$ cat config.mk
export PLATFORM = sky130hd
export DESIGN_NAME = sample_window_buffer_manager
export DESIGN_NICKNAME = d
export VERILOG_FILES = /design/src/rtl/swbm_pkg.sv /design/src/rtl/swbm_front.sv /design/src/rtl/swbm_queue.sv /design/src/rtl/swbm_back.sv /design/src/rtl/sample_window_buffer_manager.sv
export SDC_FILE = /design/constraint.sdc
export NUM_CORES = 2
export LEC_CHECK = 0
export BUFFER_PORTS_ARGS = -buffer_cell sky130_fd_sc_hd__buf_2
export CORE_ASPECT_RATIO = 1.5
export CORE_UTILIZATION = 64
export CTS_CLUSTER_DIAMETER = 100
export CTS_CLUSTER_SIZE = 14
export DETAILED_ROUTE_END_ITERATION = 10
export PLACE_DENSITY = 0.81
export SETUP_SLACK_MARGIN = 0.5
export SYNTH_ARGS = -nofsm -noshare
export SYNTH_HDL_FRONTEND = slang
export SYNTH_SLANG_ARGS = --single-unit
$ cat constraint.sdc
create_clock -name clk -period 49.3 [get_ports clk]
set_input_delay 4.93 -clock clk [delete_from_list [all_inputs] [get_ports clk]]
set_output_delay 4.93 -clock clk [all_outputs]
set_load 0.005 [all_outputs]
$ cat src/rtl/swbm_pkg.sv
`timescale 1ns / 1ps
// Shared types and constants for the sample window buffer manager.
package swbm_pkg;

	// Field widths
	localparam int unsigned FRAME_W = 32;
	localparam int unsigned COUNT_W = 24;

	// Configuration register indexes
	localparam int unsigned CFG_IDX_W = 1;
	localparam logic [CFG_IDX_W-1:0] REG_TOTAL_SAMPLES = 1'd0;
	localparam logic [CFG_IDX_W-1:0] REG_BUFFER_CAPACITY = 1'd1;

	localparam logic [FRAME_W-1:0] TOTAL_RESET = 32'd1;
	localparam logic [COUNT_W-1:0] CAPACITY_RESET = 24'd2725380;

	// Default depth of the plan queue between front and back
	localparam int unsigned QUEUE_DEPTH_DEF = 2;

	// Reciprocals for exact floor division of values below 2^25
	localparam int unsigned SHIFT50 = 30;
	localparam int unsigned SHIFT100 = 31;
	localparam logic [24:0] RECIP50 = 25'((64'd1 << SHIFT50) / 64'd50 + 64'd1);
	localparam logic [24:0] RECIP100 = 25'((64'd1 << SHIFT100) / 64'd100 + 64'd1);

	typedef enum logic [2:0] {
		KIND_HIT      = 3'd0,
		KIND_FETCH    = 3'd1,
		KIND_MOVE     = 3'd2,
		KIND_TOO_LONG = 3'd3,
		KIND_BAD      = 3'd4
	} kind_t;

	typedef struct packed {
		kind_t              kind;
		logic [FRAME_W-1:0] src;
		logic [COUNT_W-1:0] cnt;
		logic [COUNT_W-1:0] dst;
	} cmd_t;

	// One request's worth of commands, issued in order cmds[0] .. cmds[n_cmd-1]
	typedef struct packed {
		logic [1:0]      n_cmd;
		cmd_t [2:0]      cmds;
	} plan_t;

	// Front to queue push handshake
	typedef struct packed {
		logic  valid;
		plan_t plan;
	} push_t;

endpackage

$ cat src/rtl/swbm_front.sv
`timescale 1ns / 1ps
// Front end: request pipeline, window arithmetic, held-span tracking, plan build.
module swbm_front import swbm_pkg::*; (
	input  logic               clk,
	input  logic               arst_n,
	input  logic               req_valid,
	output logic               req_stall,
	input  logic [FRAME_W-1:0] request_first,
	input  logic [FRAME_W-1:0] request_last,
	input  logic [FRAME_W-1:0] total_samples,
	input  logic [COUNT_W-1:0] buffer_capacity,
	output push_t              push,
	input  logic               q_full
);

	function automatic logic [FRAME_W-1:0] fld32(input logic signed [33:0] v);
		fld32 = v[33] ? '0 : v[FRAME_W-1:0];
	endfunction

	function automatic logic [COUNT_W-1:0] fld24(input logic signed [33:0] v);
		fld24 = v[33] ? '0 : v[COUNT_W-1:0];
	endfunction

	logic [FRAME_W-1:0] tot;
	logic adv;

	// stage valids
	logic v_s1, v_s2, v_s3, v_s4, v_s5, v_s6;

	// request fields through the pipe
	logic [FRAME_W-1:0] f_s1, f_s2, f_s3, f_s4, f_s5, f_s6;
	logic [FRAME_W-1:0] l_s1, l_s2, l_s3, l_s4, l_s5, l_s6;
	logic bad_s2, bad_s3, bad_s4, bad_s5, bad_s6;
	logic too_s2, too_s3, too_s4, too_s5, too_s6;

	logic [COUNT_W-1:0] n_s2, n_s3;
	logic [18:0] q50_s3, c100_s3;
	logic [24:0] w_s4, w_s5;
	logic [FRAME_W-1:0] lo_s4, hi_s5, lo_s6, hi_s6;

	logic [FRAME_W-1:0] held_first_q, held_last_q;

	// stage 2 logic
	logic [FRAME_W-1:0] n1;
	logic [38:0] n39, c39, lhs39, rhs39;
	logic bad1;

	// stage 3 logic
	logic [48:0] p50;
	logic [24:0] np99;
	logic [49:0] p100;

	// stage 4..6 logic
	logic signed [33:0] lo_a, lo_b;
	logic [32:0] hi_a;

	// commit logic
	logic signed [33:0] sf, sl, shf, shl, slo, shi, scap;
	logic hit, ext, disjoint;
	plan_t plan_d;

	assign tot = (total_samples == '0) ? TOTAL_RESET : total_samples;

	// whole pipe moves unless the finished plan has nowhere to go
	assign adv = !(v_s6 && q_full);
	assign req_stall = !adv;

	// stage 2: validity, length, too-long test
	always_comb begin
		n1 = l_s1 - f_s1 + 32'd1;
		bad1 = (f_s1 == '0) || (f_s1 > l_s1) || (l_s1 > tot);
		n39 = 39'(n1);
		c39 = 39'(buffer_capacity);
		lhs39 = (n39 << 5) + (n39 << 4) + (n39 << 1) + n39 + 39'd50;
		rhs39 = (c39 << 5) + (c39 << 4) + (c39 << 1);
	end

	// stage 3: n/50 and ceil(n/100) by reciprocal; n < 2^24 once too-long is ruled out
	always_comb begin
		p50 = 49'(n_s2) * 49'(RECIP50);
		np99 = 25'(n_s2) + 25'd99;
		p100 = 50'(np99) * 50'(RECIP100);
	end

	// stage 4..6: widen and clamp the window
	always_comb begin
		lo_a = signed'({2'b00, f_s3}) - signed'(34'(c100_s3));
		hi_a = {1'b0, lo_s4} + 33'(w_s4);
		lo_b = signed'({2'b00, hi_s5}) - signed'(34'(w_s5));
	end

	always_ff @(posedge clk or negedge arst_n) begin
		if (!arst_n) begin
			v_s1 <= 1'b0;
			v_s2 <= 1'b0;
			v_s3 <= 1'b0;
			v_s4 <= 1'b0;
			v_s5 <= 1'b0;
			v_s6 <= 1'b0;
		end else if (adv) begin
			v_s1 <= req_valid;
			v_s2 <= v_s1;
			v_s3 <= v_s2;
			v_s4 <= v_s3;
			v_s5 <= v_s4;
			v_s6 <= v_s5;
		end
	end

	always_ff @(posedge clk) begin
		if (adv) begin
			f_s1 <= request_first;
			l_s1 <= request_last;

			f_s2 <= f_s1;
			l_s2 <= l_s1;
			bad_s2 <= bad1;
			too_s2 <= lhs39 > rhs39;
			n_s2 <= n1[COUNT_W-1:0];

			f_s3 <= f_s2;
			l_s3 <= l_s2;
			bad_s3 <= bad_s2;
			too_s3 <= too_s2;
			n_s3 <= n_s2;
			q50_s3 <= p50[48:SHIFT50];
			c100_s3 <= p100[49:SHIFT100];

			f_s4 <= f_s3;
			l_s4 <= l_s3;
			bad_s4 <= bad_s3;
			too_s4 <= too_s3;
			w_s4 <= 25'(n_s3) + 25'(q50_s3);
			lo_s4 <= (lo_a < 34'sd1) ? 32'd1 : lo_a[FRAME_W-1:0];

			f_s5 <= f_s4;
			l_s5 <= l_s4;
			bad_s5 <= bad_s4;
			too_s5 <= too_s4;
			w_s5 <= w_s4;
			hi_s5 <= (hi_a > {1'b0, tot}) ? tot : hi_a[FRAME_W-1:0];

			f_s6 <= f_s5;
			l_s6 <= l_s5;
			bad_s6 <= bad_s5;
			too_s6 <= too_s5;
			hi_s6 <= hi_s5;
			lo_s6 <= (lo_b < 34'sd1) ? 32'd1 : lo_b[FRAME_W-1:0];
		end
	end

	// commit: classify against the held span and build the command list
	always_comb begin
		sf = signed'({2'b00, f_s6});
		sl = signed'({2'b00, l_s6});
		shf = signed'({2'b00, held_first_q});
		shl = signed'({2'b00, held_last_q});
		slo = signed'({2'b00, lo_s6});
		shi = signed'({2'b00, hi_s6});
		scap = signed'(34'(buffer_capacity));
		hit = (sf >= shf) && (sl <= shl);
		ext = (sf >= shf) && ((sl - shf + 34'sd1) <= scap);
		disjoint = (shi < shf) || (slo > shl);

		plan_d = '0;
		plan_d.n_cmd = 2'd1;
		if (bad_s6) begin
			plan_d.cmds[0].kind = KIND_BAD;
		end else if (too_s6) begin
			plan_d.cmds[0].kind = KIND_TOO_LONG;
		end else if (hit) begin
			plan_d.cmds[0].kind = KIND_HIT;
		end else if (ext) begin
			plan_d.cmds[0] = '{KIND_FETCH, fld32(shl + 34'sd1), fld24(sl - shl),
				fld24(shl - shf + 34'sd1)};
		end else if (disjoint) begin
			plan_d.cmds[0] = '{KIND_FETCH, fld32(slo), fld24(shi - slo + 34'sd1), '0};
		end else if (slo < shf) begin
			if (shi <= shl) begin
				plan_d.n_cmd = 2'd2;
				plan_d.cmds[0] = '{KIND_MOVE, '0, fld24(shi - shf + 34'sd1), fld24(shf - slo)};
				plan_d.cmds[1] = '{KIND_FETCH, fld32(slo), fld24(shf - slo), '0};
			end else begin
				plan_d.n_cmd = 2'd3;
				plan_d.cmds[0] = '{KIND_MOVE, '0, fld24(shl - shf + 34'sd1), fld24(shf - slo)};
				plan_d.cmds[1] = '{KIND_FETCH, fld32(slo), fld24(shf - slo), '0};
				plan_d.cmds[2] = '{KIND_FETCH, fld32(shl + 34'sd1), fld24(shi - shl),
					fld24(shl - slo + 34'sd1)};
			end
		end else begin
			plan_d.n_cmd = 2'd2;
			plan_d.cmds[0] = '{KIND_MOVE, fld32(slo - shf), fld24(shl - slo + 34'sd1), '0};
			plan_d.cmds[1] = '{KIND_FETCH, fld32(shl + 34'sd1), fld24(shi - shl),
				fld24(shl - slo + 34'sd1)};
		end
	end

	assign push.valid = v_s6 && !q_full;
	assign push.plan = plan_d;

	always_ff @(posedge clk or negedge arst_n) begin
		if (!arst_n) begin
			held_first_q <= 32'd1;
			held_last_q <= '0;
		end else if (push.valid && !bad_s6 && !too_s6 && !hit) begin
			if (ext) begin
				held_last_q <= l_s6;
			end else begin
				held_first_q <= lo_s6;
				held_last_q <= hi_s6;
			end
		end
	end

	a_accept_fills_s1: assert property (@(posedge clk) disable iff (!arst_n)
		(req_valid && !req_stall) |=> v_s1)
		else $error("accepted item did not enter stage 1");

	a_held_first_nonzero: assert property (@(posedge clk) disable iff (!arst_n)
		push.valid |=> (held_first_q != '0))
		else $error("held span start became zero");

endmodule

$ cat src/rtl/swbm_queue.sv
`timescale 1ns / 1ps
// Short plan queue between the front and back ends.
module swbm_queue import swbm_pkg::*; #(
	parameter int unsigned DEPTH = QUEUE_DEPTH_DEF
) (
	input  logic  clk,
	input  logic  arst_n,
	input  push_t push,
	output logic  full,
	input  logic  pop,
	output logic  empty,
	output plan_t head
);

	localparam int unsigned PW = $clog2(DEPTH);
	localparam int unsigned CW = $clog2(DEPTH + 1);
	localparam logic [PW-1:0] LAST_PTR = PW'(DEPTH - 1);
	localparam logic [CW-1:0] FULL_CNT = CW'(DEPTH);

	plan_t mem_q [DEPTH];
	logic [PW-1:0] wr_q, rd_q;
	logic [CW-1:0] count_q;
	logic do_pop;

	assign full = (count_q == FULL_CNT);
	assign empty = (count_q == '0);
	assign head = mem_q[rd_q];
	assign do_pop = pop && !empty;

	always_ff @(posedge clk) begin
		if (push.valid) begin
			mem_q[wr_q] <= push.plan;
		end
	end

	always_ff @(posedge clk or negedge arst_n) begin
		if (!arst_n) begin
			wr_q <= '0;
			rd_q <= '0;
			count_q <= '0;
		end else begin
			if (push.valid) begin
				wr_q <= (wr_q == LAST_PTR) ? '0 : wr_q + PW'(1);
			end
			if (do_pop) begin
				rd_q <= (rd_q == LAST_PTR) ? '0 : rd_q + PW'(1);
			end
			if (push.valid && !do_pop) begin
				count_q <= count_q + CW'(1);
			end else if (!push.valid && do_pop) begin
				count_q <= count_q - CW'(1);
			end
		end
	end

	a_count_bounded: assert property (@(posedge clk) disable iff (!arst_n)
		count_q <= FULL_CNT)
		else $error("queue count beyond depth");

endmodule

$ cat src/rtl/swbm_back.sv
`timescale 1ns / 1ps
// Back end: steps through a plan and issues one command per cycle while cmd_stall is low.
module swbm_back import swbm_pkg::*; (
	input  logic               clk,
	input  logic               arst_n,
	input  logic               q_empty,
	input  plan_t              head,
	output logic               pop,
	output logic               cmd_valid,
	input  logic               cmd_stall,
	output logic [2:0]         kind,
	output logic [FRAME_W-1:0] source_start,
	output logic [COUNT_W-1:0] frame_count,
	output logic [COUNT_W-1:0] dest_offset,
	output logic               last_of_run
);

	logic [1:0] idx_q;
	logic out_valid_q;
	cmd_t cmd_q;
	logic last_q;
	logic load, at_last;

	assign load = !q_empty && (!out_valid_q || !cmd_stall);
	assign at_last = (idx_q == head.n_cmd - 2'd1);
	assign pop = load && at_last;

	always_ff @(posedge clk or negedge arst_n) begin
		if (!arst_n) begin
			idx_q <= '0;
			out_valid_q <= 1'b0;
		end else begin
			if (load) begin
				out_valid_q <= 1'b1;
				idx_q <= at_last ? 2'd0 : idx_q + 2'd1;
			end else if (!cmd_stall) begin
				out_valid_q <= 1'b0;
			end
		end
	end

	always_ff @(posedge clk) begin
		if (load) begin
			cmd_q <= head.cmds[idx_q];
			last_q <= at_last;
		end
	end

	assign cmd_valid = out_valid_q;
	assign kind = cmd_q.kind;
	assign source_start = cmd_q.src;
	assign frame_count = cmd_q.cnt;
	assign dest_offset = cmd_q.dst;
	assign last_of_run = last_q;

	a_plan_nonempty: assert property (@(posedge clk) disable iff (!arst_n)
		!q_empty |-> (head.n_cmd != 2'd0))
		else $error("plan with no commands at queue head");

	a_idx_in_plan: assert property (@(posedge clk) disable iff (!arst_n)
		!q_empty |-> (idx_q < head.n_cmd))
		else $error("command index past end of plan");

endmodule

$ cat src/rtl/sample_window_buffer_manager.sv
`timescale 1ns / 1ps
// Top level of the sample window buffer manager: config registers, front, queue, back.
//
//  channel  | handshake             | payload
//  ---------+-----------------------+---------------------------------------------------
//  request  | req_valid / req_stall | request_first, request_last
//  command  | cmd_valid / cmd_stall | kind, source_start, frame_count, dest_offset,
//           |                       | last_of_run
//  config   | cfg_wr_en             | cfg_index, cfg_data (0 total_samples, 1 capacity)
//
// The front is a six-stage pipe and takes a request every cycle while the plan
// queue has room; the last stage compares against the held span and commits.
// The back issues one command per cycle while cmd_stall is low, so a request costs 1 to 3
// commands; its plan passes the front stages and the queue into the output register.
// Reset clears the pipe, the queue and the held span (empty buffer) at once.
// req_stall rises only when a finished plan waits on a full queue; cmd_stall
// holds the output register and backs up into the queue.
module sample_window_buffer_manager import swbm_pkg::*; #(
	parameter int unsigned QUEUE_DEPTH = QUEUE_DEPTH_DEF
) (
	input  logic                 clk,
	input  logic                 arst_n,
	input  logic                 cfg_wr_en,
	input  logic [CFG_IDX_W-1:0] cfg_index,
	input  logic [FRAME_W-1:0]   cfg_data,
	input  logic                 req_valid,
	output logic                 req_stall,
	input  logic [FRAME_W-1:0]   request_first,
	input  logic [FRAME_W-1:0]   request_last,
	output logic                 cmd_valid,
	input  logic                 cmd_stall,
	output logic [2:0]           kind,
	output logic [FRAME_W-1:0]   source_start,
	output logic [COUNT_W-1:0]   frame_count,
	output logic [COUNT_W-1:0]   dest_offset,
	output logic                 last_of_run
);

	logic [FRAME_W-1:0] total_q;
	logic [COUNT_W-1:0] capacity_q;

	push_t push;
	logic q_full, q_empty, pop;
	plan_t head;

	// Config writes must come only while idle (the block itself does not enforce it); the pipe reads these directly.
	always_ff @(posedge clk or negedge arst_n) begin
		if (!arst_n) begin
			total_q <= TOTAL_RESET;
			capacity_q <= CAPACITY_RESET;
		end else if (cfg_wr_en) begin
			case (cfg_index)
				REG_TOTAL_SAMPLES: begin
					total_q <= cfg_data;
				end
				REG_BUFFER_CAPACITY: begin
					capacity_q <= cfg_data[COUNT_W-1:0];
				end
				default: begin
				end
			endcase
		end
	end

	// Front: validate, size, widen, classify against the held span
	swbm_front u_front (
		.clk             (clk),
		.arst_n          (arst_n),
		.req_valid       (req_valid),
		.req_stall       (req_stall),
		.request_first   (request_first),
		.request_last    (request_last),
		.total_samples   (total_q),
		.buffer_capacity (capacity_q),
		.push            (push),
		.q_full          (q_full)
	);

	// Plans wait here so front and back stall independently
	swbm_queue #(
		.DEPTH (QUEUE_DEPTH)
	) u_queue (
		.clk    (clk),
		.arst_n (arst_n),
		.push   (push),
		.full   (q_full),
		.pop    (pop),
		.empty  (q_empty),
		.head   (head)
	);

	// Back: one command item per cycle into the output register while cmd_stall is low
	swbm_back u_back (
		.clk          (clk),
		.arst_n       (arst_n),
		.q_empty      (q_empty),
		.head         (head),
		.pop          (pop),
		.cmd_valid    (cmd_valid),
		.cmd_stall    (cmd_stall),
		.kind         (kind),
		.source_start (source_start),
		.frame_count  (frame_count),
		.dest_offset  (dest_offset),
		.last_of_run  (last_of_run)
	);

endmodule

==> qor.txt <==
Post-synth EDFFs: 1234
worst slew pin tran: 1.52 ns
Layout fillers: 12000
# setup viols final: 0
Syn Inst Count: 9860
CP Class: reg -> reg
number of flip-flops in the largest register: 492
final worst path period need: 11.10 ns
max-slew violation count: 5
critical path's largest stage delay: 0.93 ns
layout cells sized above 1: 0.0727
initial antenna violation count: 6
Starting Density: 0.647
GRT overflow: 0
DR vias: 81300
Synth Cell Area: 106000 um2
Final #Nets: 11900
Routed WL per cell: 28.5 um
vias in the first global route: 84000
warning count from the yosys run: 0
flop2flop setup slack: 38.20 ns
Largest Register: u_queue.mem_q
fin crit share: 0.225
maxcap violations: 2
Post-Syn Area per Cell: 10.8 um2
Placed Area: 110000 um2
die width: 335 um
TritonCTS clock tree: yes
Area Overhead vs Synth: 6.73%
CP max FO: 10
core area: 164000 um2
first-pass GRT wire length: 517 mm
violated checks: max-capacitance violations, max-slew violations
DRC: 0
CTS H-tree lvls: 3
Main synth FF type: edfxtp_1
Hold Fails Final Rpt: 0
die area: 168000 um2
chip height: 501 um
I/O pin count: 188
Setup TNS: 0 ns
sequential fraction of the synthesis area: 0.380
WP data arrival: 11.61 ns
Yosys reg bits: 1367
Final ANT Viol Nets: 0
GPL Wtd Cong: 1.08
post-route cell area: 113000 um2
CTS sink cnt: 1367
Post-CTS Setup Bufs: 0
RSZ-0062 raised after global routing: no
post-CTS sizing: 0
slowest cell on the critical path: a311oi_1
skew final: 0.0945 ns
maximum root-to-sink buffer count: 3
CP startpoint kind: flop
clk_lat worst skew: 0.83 ns
Slew headroom: -0.0225
1st-pass router iterations: 8
Final Worst Setup Slack: 38.20 ns
1st-iter DRT viols: 8107
Unique masters post-synth: 104
CTS Hold Bufs: 0
Post-Route WL: 351 mm
highest clock rate: 0.0901 GHz
Clk pin slew, worst setup/hold paths: 0.08 ns
Root Driver: clkbuf_16
Req. time, crit path: 49.82 ns
post-DP HPWL: 281 mm
CTS Buf Count: 111
placement row count: 182
CP dominant cell by count: fa_1
pre-CTS setup slack: 38.32 ns
DP Cell Count: 12100
Post-synth ARST share: 0.0973
Non-Filler Instances: 12300
GRT Overall Usage: 0.418
Vias/cell: 6.59
largest net degree at the start of global routing: 213
status: finished, violations left
Syn Nets: 11700
Port Buffers: 187
crit path capture type: flop
path type of the worst min-delay path: reg -> reg
critical path, delay by kind of cell, from the launching register on:
kind,cells,cell delay (ns)
and+or+nand+nor,8,1.39
AOI/OAI and AO/OA,10,3.63
buffers and inverters,3,0.44
xor gates and xnor gates,2,0.71
adders and majority gates,9,4.04
DFF,1,0.61
synthesized netlist by cell type, types with 123 or more instances:
cell type,n,area (um2)
ha_1,1312,16400
nand3_1,207,1040
a21oi_1,476,2380
xor2_1,194,1700
a21o_1,245,1840
a211oi_1,124,931
o21ai_0,385,1930
inv_1,1201,4510
nor2_1,619,2320
fa_1,475,9510
nand2_1,415,1560
edfxtp_1,1234,37100
nor2b_1,148,926
nand4_1,133,832
dfrtp_1,123,3080
clkbuf_1,203,762
xnor2_1,386,3380
nor3_1,211,1060
mux2i_1,138,1380
final timing paths:
| kind | from | endpoint | cells after the start |
|---|---|---|---|
| worst max-delay path | u_front.n_s2[0]$_DFFE_PN_ | u_front.c100_s3[18]$_DFFE_PN_ | 32 |
| worst min-delay path | u_front.l_s4[18]$_DFFE_PN_ | u_front.l_s5[18]$_DFFE_PN_ | 0 |
| worst max register to register | u_front.n_s2[0]$_DFFE_PN_ | u_front.c100_s3[18]$_DFFE_PN_ | 32 |
| worst min register to register | u_front.l_s4[18]$_DFFE_PN_ | u_front.l_s5[18]$_DFFE_PN_ | 0 |
| max in group asynchronous | arst_n | total_q[27]$_DFFE_PN0P_ | 2 |
| min in group asynchronous | arst_n | u_queue.rd_q$_DFFE_PN0P_ | 1 |
cells in the final DEF, fill, tap and decap left out, drive strengths merged, types with 29 or more instances in the layout:
| master | count |
|---|---|
| ha | 1312 |
| edfxtp | 1234 |
| inv | 1207 |
| nor2 | 619 |
| a21oi | 476 |
| fa | 475 |
| nand2 | 415 |
| o21ai | 393 |
| xnor2 | 386 |
| buf | 316 |
| a21o | 245 |
| nor3 | 212 |
| nand3 | 207 |
| xor2 | 194 |
| clkbuf | 192 |
| nor2b | 148 |
| mux2i | 138 |
| nand4 | 133 |
| a211oi | 126 |
| dfrtp | 123 |
| o22ai | 114 |
| o21a | 106 |
| nand2b | 96 |
| a31oi | 87 |
| and3 | 85 |
| mux4 | 81 |
| nor4 | 68 |
| mux2 | 67 |
| or3 | 65 |
| o211ai | 59 |
| and2 | 57 |
| o21bai | 44 |
| o31ai | 40 |
| nor3b | 40 |
| a22o | 36 |
| or2 | 35 |
| a22oi | 29 |
layout make-up:
class                      instances  area [um2]  area share
sequential                      1367       40400       0.356
clock buffer                     192        3090      0.0272
timing repair buffer             316        1960      0.0173
antenna                            5        12.5    0.000110
clock inverter                    15         263     0.00232
tap                             2208        2760      0.0243
multi-input combinational       7017       60500       0.533
inverter                        1202        4510      0.0398
through the flow:
stage / hold WS, ns / utilization
finish: 0.386 / 0.690
global route: 0.396 / 0.690
CTS: 0.379 / 0.690
detailed placement: 0.405 / 0.670
global placement: 0.401 / 0.670
floorplan: 0.400 / -
routing by layer:
layer  vias to the layer above  wire, um  part of all wire  global-route usage
li1                      36000         -                 -                   -
met1                     39700    117000              0.33               0.442
met2                      4093    172000              0.49               0.723
met3                      1392     22900             0.065              0.0552
met4                         6     39000              0.11               0.380
met5                         -        36           0.00010                   0
cells by family after synthesis:
| family | count (synthesis) | synth area share |
|---|---|---|
| AO/OA/AOI/OAI | 2081 | 0.130 |
| XOR/XNOR | 580 | 0.0478 |
| adder cells (fa/ha/maj) | 1788 | 0.244 |
| buffers and inverters | 1476 | 0.0529 |
| flip-flops | 1367 | 0.380 |
| multiplexers | 286 | 0.0372 |
| AND/OR/NAND/NOR | 2282 | 0.109 |
Power is not shown: default switching activity piles up to over one toggle a cycle in this logic, so the estimate is an artifact.
